`src/hw/rtl/esfe_pkg.sv`:
```
package esfe_pkg;

   localparam int DEF_BUFFER_BYTES = 1024;
   localparam int DEF_VALUE_SLOTS  = 32;
   localparam int DEF_VALUE_BYTES  = 32;
   localparam int QUEUE_DEPTH      = 2;
   localparam int REQ_DATA_W       = 24;
   localparam int RSP_DATA_W       = 16;

   localparam logic [7:0] CH_NUL   = 8'h00;
   localparam logic [7:0] CH_LF    = 8'h0a;
   localparam logic [7:0] CH_CR    = 8'h0d;
   localparam logic [7:0] CH_SPACE = 8'h20;
   localparam logic [7:0] CH_ZERO  = 8'h30;
   localparam logic [7:0] CH_NINE  = 8'h39;
   localparam logic [7:0] CH_COLON = 8'h3a;
   localparam logic [7:0] CH_I     = 8'h49;
   localparam logic [7:0] CH_S     = 8'h53;
   localparam logic [7:0] CH_V     = 8'h56;
   localparam logic [7:0] CH_A     = 8'h61;
   localparam logic [7:0] CH_D     = 8'h64;
   localparam logic [7:0] CH_T     = 8'h74;
   localparam logic [7:0] CH_BRACE = 8'h7b;
   localparam logic [7:0] CH_BAR   = 8'h7c;

   typedef enum logic {
      KIND_FEED,
      KIND_READ
   } kind_type;

   typedef struct packed {
      kind_type   kind;
      logic [7:0] data_byte;
      logic       chunk_end;
      logic [4:0] slot;
      logic [4:0] position;
   } item_type;

   typedef enum logic [2:0] {
      ST_IDLE,
      ST_FETCH,
      ST_EVAL,
      ST_TERM,
      ST_DONE
   } state_type;

   typedef enum logic [2:0] {
      PH_SPACE,
      PH_FIND,
      PH_DIGIT,
      PH_SKIP,
      PH_COPY
   } phase_type;

   function automatic logic is_stop(logic [7:0] c);
      is_stop = (c == CH_BRACE) || (c == CH_CR) || (c == CH_LF) || (c == CH_BAR);
   endfunction

endpackage

```
`src/hw/rtl/esfe_front.sv`:
```
module esfe_front (
   input  logic                                clock,
   input  logic                                reset,
   input  logic                                req_tvalid,
   output logic                                req_tready,
   input  logic [esfe_pkg::REQ_DATA_W-1:0]     req_tdata,
   input  logic                                req_tlast,
   input  logic [0:0]                          req_tuser,
   output logic                                q_valid,
   output esfe_pkg::item_type                  q_item,
   input  logic                                q_pop
);

   localparam int QD  = esfe_pkg::QUEUE_DEPTH;
   localparam int QAW = (QD > 1) ? $clog2(QD) : 1;
   localparam int CW  = $clog2(QD + 1);

   esfe_pkg::item_type entry_ff [QD];
   esfe_pkg::item_type in_item;
   logic [QAW-1:0] wptr_ff, wptr_in, rptr_ff, rptr_in;
   logic [CW-1:0]  count_ff, count_in;
   logic           push, pop;

   // Classify the beat: selector bit picks feed or read.
   always_comb begin
      in_item.kind      = req_tuser[0] ? esfe_pkg::KIND_READ : esfe_pkg::KIND_FEED;
      in_item.data_byte = req_tdata[7:0];
      in_item.chunk_end = req_tlast;
      in_item.slot      = req_tdata[12:8];
      in_item.position  = req_tdata[17:13];
   end

   assign req_tready = (count_ff != CW'(QD));
   assign push       = req_tvalid && req_tready;
   assign pop        = q_pop && q_valid;
   assign q_valid    = (count_ff != '0);
   assign q_item     = entry_ff[rptr_ff];

   always_comb begin
      wptr_in  = wptr_ff;
      rptr_in  = rptr_ff;
      count_in = count_ff;
      if (push) begin
         wptr_in = (wptr_ff == QAW'(QD - 1)) ? '0 : wptr_ff + 1'b1;
      end
      if (pop) begin
         rptr_in = (rptr_ff == QAW'(QD - 1)) ? '0 : rptr_ff + 1'b1;
      end
      if (push && !pop) begin
         count_in = count_ff + 1'b1;
      end else if (pop && !push) begin
         count_in = count_ff - 1'b1;
      end
   end

   always_ff @(posedge clock) begin
      if (reset) begin
         wptr_ff  <= '0;
         rptr_ff  <= '0;
         count_ff <= '0;
      end else begin
         wptr_ff  <= wptr_in;
         rptr_ff  <= rptr_in;
         count_ff <= count_in;
      end
   end

   always_ff @(posedge clock) begin
      if (push) begin
         entry_ff[wptr_ff] <= in_item;
      end
   end

endmodule

```
`config.mk`:
```
export PLATFORM = sky130hd
export DESIGN_NAME = esfe_front
export DESIGN_NICKNAME = d
export VERILOG_FILES = /design/src/hw/rtl/esfe_pkg.sv /design/src/hw/rtl/esfe_front.sv
export SDC_FILE = /design/constraint.sdc
export NUM_CORES = 1
export LEC_CHECK = 0
export BUFFER_PORTS_ARGS = -buffer_cell sky130_fd_sc_hd__buf_4
export CAP_MARGIN = 20
export CORE_ASPECT_RATIO = 1.25
export CORE_MARGIN = 1
export CORE_UTILIZATION = 53
export DETAILED_ROUTE_END_ITERATION = 7
export PLACE_DENSITY = 0.85
export SKIP_LAST_GASP = 1
export SLEW_MARGIN = 30
export SYNTH_ARGS = -nofsm -noshare
export SYNTH_HDL_FRONTEND = slang
export SYNTH_SLANG_ARGS = --single-unit
```
`constraint.sdc`:
```
create_clock -name clock -period 2.5 [get_ports clock]
set_clock_uncertainty 0.15 [all_clocks]
set_input_delay 0.375 -clock clock [delete_from_list [all_inputs] [get_ports clock]]
set_output_delay 0.375 -clock clock [all_outputs]
set_load 0.02 [all_outputs]
```
# Word-level counts from Yosys, hierarchy flattened

Memory sizes are Yosys's and may differ from the RTL's. A register that Yosys moved wholly into a read port is not among the register bits.
Index checks and enable logic that the tools add are counted.
Widths: inputs -> output; s select.

Flip-flop bits (word level): 4
Output and inout port bits: 22
Bits in writable memories: 40
Memories kept: 1
Word-level logic and storage cells: 26

Memories:

| memory   | depth | width | read ports | clocked after memory_dff | write ports | RTL line         | RTL |
|---|---|---|---|---|---|---|---|
| entry_ff | 2     | 20    | 1          | 1                        | 1           | esfe_front.sv:18 | `esfe_pkg::item_type entry_ff [QD];` |

Add/subtract/negate cells: 4
Reduce and logical (&&, ||, !) cells: 8
Eq/ne operators: 1
Muxes and demuxes: 9

Operators by type and width:

| kind                | count |
|---|---|
| $mux 1              | 7 |
| $logic_and 1x1->1   | 4 |
| $mux 2              | 2 |
| $reduce_bool 2->1   | 2 |
| $add 1x1->1 const B | 2 |
| $add 2x1->2 const B | 1 |
| $logic_not 1->1     | 2 |
| $ne 2x2->1 const B  | 1 |
| $sub 2x1->2 const B | 1 |

# Depth between registers and ports, before layout

Depth in word-level cells: 6
Depth in mapped cells: 6

# Worst setup path before layout

OpenSTA, ideal clock, no wires.

Path kind: reg2reg
Start: reg count_ff[0]
End: mem entry_ff[1][0] in the netlist's numbering, enable pin
Slack: 0.681 ns
Stages on the path, launching flop included: 3
Period minus slack after synthesis: 1.819 ns
Library setup time: 0.378 ns
Arrival time: 1.291 ns
Cells stage by stage: dfxtp_1 -> nand2b_1 -> and3_1

Word-level cells in the longest chain between the ends: 4

Ends and longest elaborated chain:

| item                         | RTL line         | RTL |
|---|---|---|
| start, declared              | esfe_front.sv:21 | `logic [CW-1:0] count_ff, count_in;` |
| start signal, assigned       | esfe_front.sv:64 | `count_ff <= count_in;` |
| $ne 2x2->1                   | esfe_front.sv:33 | `assign req_tready = (count_ff != CW'(QD));` |
| named net req_tready         | esfe_front.sv:5  | `output logic req_tready,` |
| $logic_and 1x1->1            | esfe_front.sv:34 | `assign push = req_tvalid && req_tready;` |
| $mux 1                       | esfe_front.sv:69 | `if (push) begin` |
| $mux 1 (not written as such) | esfe_front.sv:70 | `entry_ff[wptr_ff] <= in_item;` |
| end, declared                | esfe_front.sv:18 |  |

The timed path passes the listed nets, and every way through them passes these cells.

==> impl_metrics.env <==
export IMPL_grt_use_total_pct=18.41
export IMPL_peakVddDrop_v=0.0006756
export IMPL_firstDrtPassIters=4
export IMPL_finalNonFillerCells=176
export IMPL_vias=912
export IMPL_fillers=203
export IMPL_p_total_mw=2.007
export IMPL_r2r_cells=5
export IMPL_synthDistinctLibCells=17
export IMPL_ioPinCount=52
export IMPL_dpl_hpwl_um=1846
export IMPL_wl_um=2624
export IMPL_ctsHoldBuffers=0
export IMPL_ctsHtreeMaxLevel=2
export IMPL_clkTransAtPathRegs_ns=0.12
export IMPL_antenna_found_initial=0
export IMPL_area_delta_synth_final_pct=26.92
export IMPL_syn_cell_area_um2=1659
export IMPL_reg2reg_from="count_ff[0]"
export IMPL_syn_inst=86
export IMPL_arrival_ns=1.50
export IMPL_diodes=0
export IMPL_drive_above_1_share_pct=55.00
export IMPL_clk_path_buf_depth=2
export IMPL_placedCellCount=168
export IMPL_core_region_area_um2=2945
export IMPL_final_nets=170
export IMPL_ys_ff_latch=45
export IMPL_synth_nets=117
export IMPL_worstMarginPinSlew_ns=0.3725
export IMPL_cts_setup_buffers=0
export IMPL_post_drt_wl_per_cell_um=14.91
export IMPL_ant_nets=0
export IMPL_die_h_um=64.56
export IMPL_grt_pass1_vias=951
export IMPL_ys_warn_count=0
export IMPL_leakage_nw=0.8126
export IMPL_hold_slack_ns=0.05321
export IMPL_timing_rr_end="count_ff[1]"
export IMPL_status="finished clean"
export IMPL_maxSlewViolCount=0
export IMPL_hold_violations=0
export IMPL_syn_avg_cell_area_um2=19.29
export IMPL_grt_pass1_wl_um=4174
export IMPL_cts_buffers=5
export IMPL_crit_end="q_item[11]"
export IMPL_portBuffers=45
export IMPL_grt_max_degree=21
export IMPL_fin_crit_sh_pct=81.03
export IMPL_cts_tree="done"
export IMPL_initial_core_util_pct=56.33
export IMPL_finalCriticalPeriod_ns=2.026
export IMPL_pwr_density_cell_nw_per_um2=953.3
export IMPL_post_cts_resized=0
export IMPL_reg2reg_slack_ns=0.66
export IMPL_globalplace_congestion=0.6235
export IMPL_root_buffer="clkbuf_4"
export IMPL_rows=22
export IMPL_hold_path_class="in2reg"
export IMPL_critPathLaunchType="register"
export IMPL_regArea_um2=1301
export IMPL_cts_sinks=45
export IMPL_die_area_um2=3359
export IMPL_setup_worst_path_end_class="primary output"
export IMPL_multi_input_area_um2=344.1
export IMPL_overflow=0
export IMPL_rsz0062_at_grt="false"
export IMPL_slew_headroom_pct=75.17
export IMPL_fin_tns_setup_ns=0
export IMPL_clock_latency_ns=0.35
export IMPL_setup_viol=0
export IMPL_fp_dieW_um=52.04
export IMPL_post_drt_via_cell_ratio=5.182
export IMPL_path_class="reg2out"
export IMPL_max_freq_ghz=0.4937
export IMPL_synth_seq_area_share_pct=78.43
export IMPL_route_detailed_drc=0
export IMPL_crit_path_max_fanout=20
export IMPL_first_iter_violations=29
export IMPL_drv_cap=0
export IMPL_crit_required_ns=1.98
-- worst max-delay path, cell delays in order (launching register included) --
cell and delay [ns]:
dfxtp_1 0.34, buf_4 0.27, mux2_2 0.38, buf_4 0.16
-- layout by cell type (no fill, tap or decap), types with 2 or more instances in the layout --
cell type / n
o21ai_0: 2
clkbuf_4: 5
a21oi_1: 2
nor2_1: 3
clkinv_2: 2
buf_4: 48
mux2_2: 20
dfxtp_1: 5
edfxtp_1: 40
xor2_1: 3
-- through the flow --
stage / setup slack [ns] / utilization [%] / cell area (µm²)
global route: 0.3995 / 71.50 / 2106
finish: 0.4743 / 71.50 / 2106
CTS: 0.4387 / 71.50 / 2106
global placement: 0.7654 / 69.75 / 2054
floorplan: 0.6810 / - / 1659
detailed placement: 0.6902 / 69.75 / 2054
-- worst min path at each step --
stage          depth (start not counted)          start               to
5_1_grt                                1   req_tdata[2]  entry_ff[0][13]
4_1_cts                                1   req_tdata[2]  entry_ff[1][13]
2_1_floorplan                          1          reset      count_ff[1]
3_3_place_gp                           2        rptr_ff          rptr_ff
3_5_place_dp                           2        rptr_ff         register
6_report                               1  req_tdata[10]   entry_ff[0][7]
-- area by class of cell --
class / instances / share of cell area, %
multi-input cells: 38 / 16.34
flip-flops and latches: 45 / 61.79
clock inverters: 2 / 0.4753
clock buffers: 6 / 1.961
repair buffers: 48 / 17.11
inverters: 1 / 0.1783
well taps: 36 / 2.139
-- cell usage after synthesis --
cell,count,area share (%)
a21bo_2,1,0.60
ha_1,1,0.75
inv_1,1,0.23
nand2b_1,1,0.38
mux2_2,20,14
dfxtp_1,5,6.0
and2_1,1,0.38
a21oi_1,2,0.60
xor2_1,3,1.6
nand3b_1,1,0.45
and3_1,1,0.38
buf_2,2,0.60
or2_2,1,0.38
o21ai_0,2,0.60
nor2_1,3,0.68
or3_1,1,0.38
edfxtp_1,40,72
-- flip-flops by register name, indices dropped and copies added (netlist names), named ones only --
register	count
count_ff	2
entry_ff	40
rptr_ff	1
wptr_ff	1
-- kinds of logic (layout without fill, tap and decap cells) --
kind of cell | after synthesis | in the layout | share of synthesized area, %
and+or+nand+nor | 9 | 9 | 3.018
muxes | 20 | 20 | 13.57
DFF | 45 | 45 | 78.43
xor gates and xnor gates | 3 | 3 | 1.584
buffers and inverters | 3 | 57 | 0.8294
adders and majority gates | 1 | 1 | 0.7540
AOI/OAI and AO/OA | 5 | 5 | 1.810
-- metal layers --
metal / vias to the layer above / wire length (µm) / global-route usage (%)
met3: 5 / 107 / 4.930
li1: 433 / - / -
met5: - / 0 / 0
met4: 0 / 73 / 12.16
met1: 452 / 900 / 18.69
met2: 22 / 1544 / 31.89
-- where the power goes --
part           total (mW)  switching (mW)  internal (mW)
Sequential          0.982          0.0386          0.943
Combinational       0.710           0.374          0.336
Clock               0.316           0.208          0.107
No activity file was read; power rests on OpenSTA's default activity.
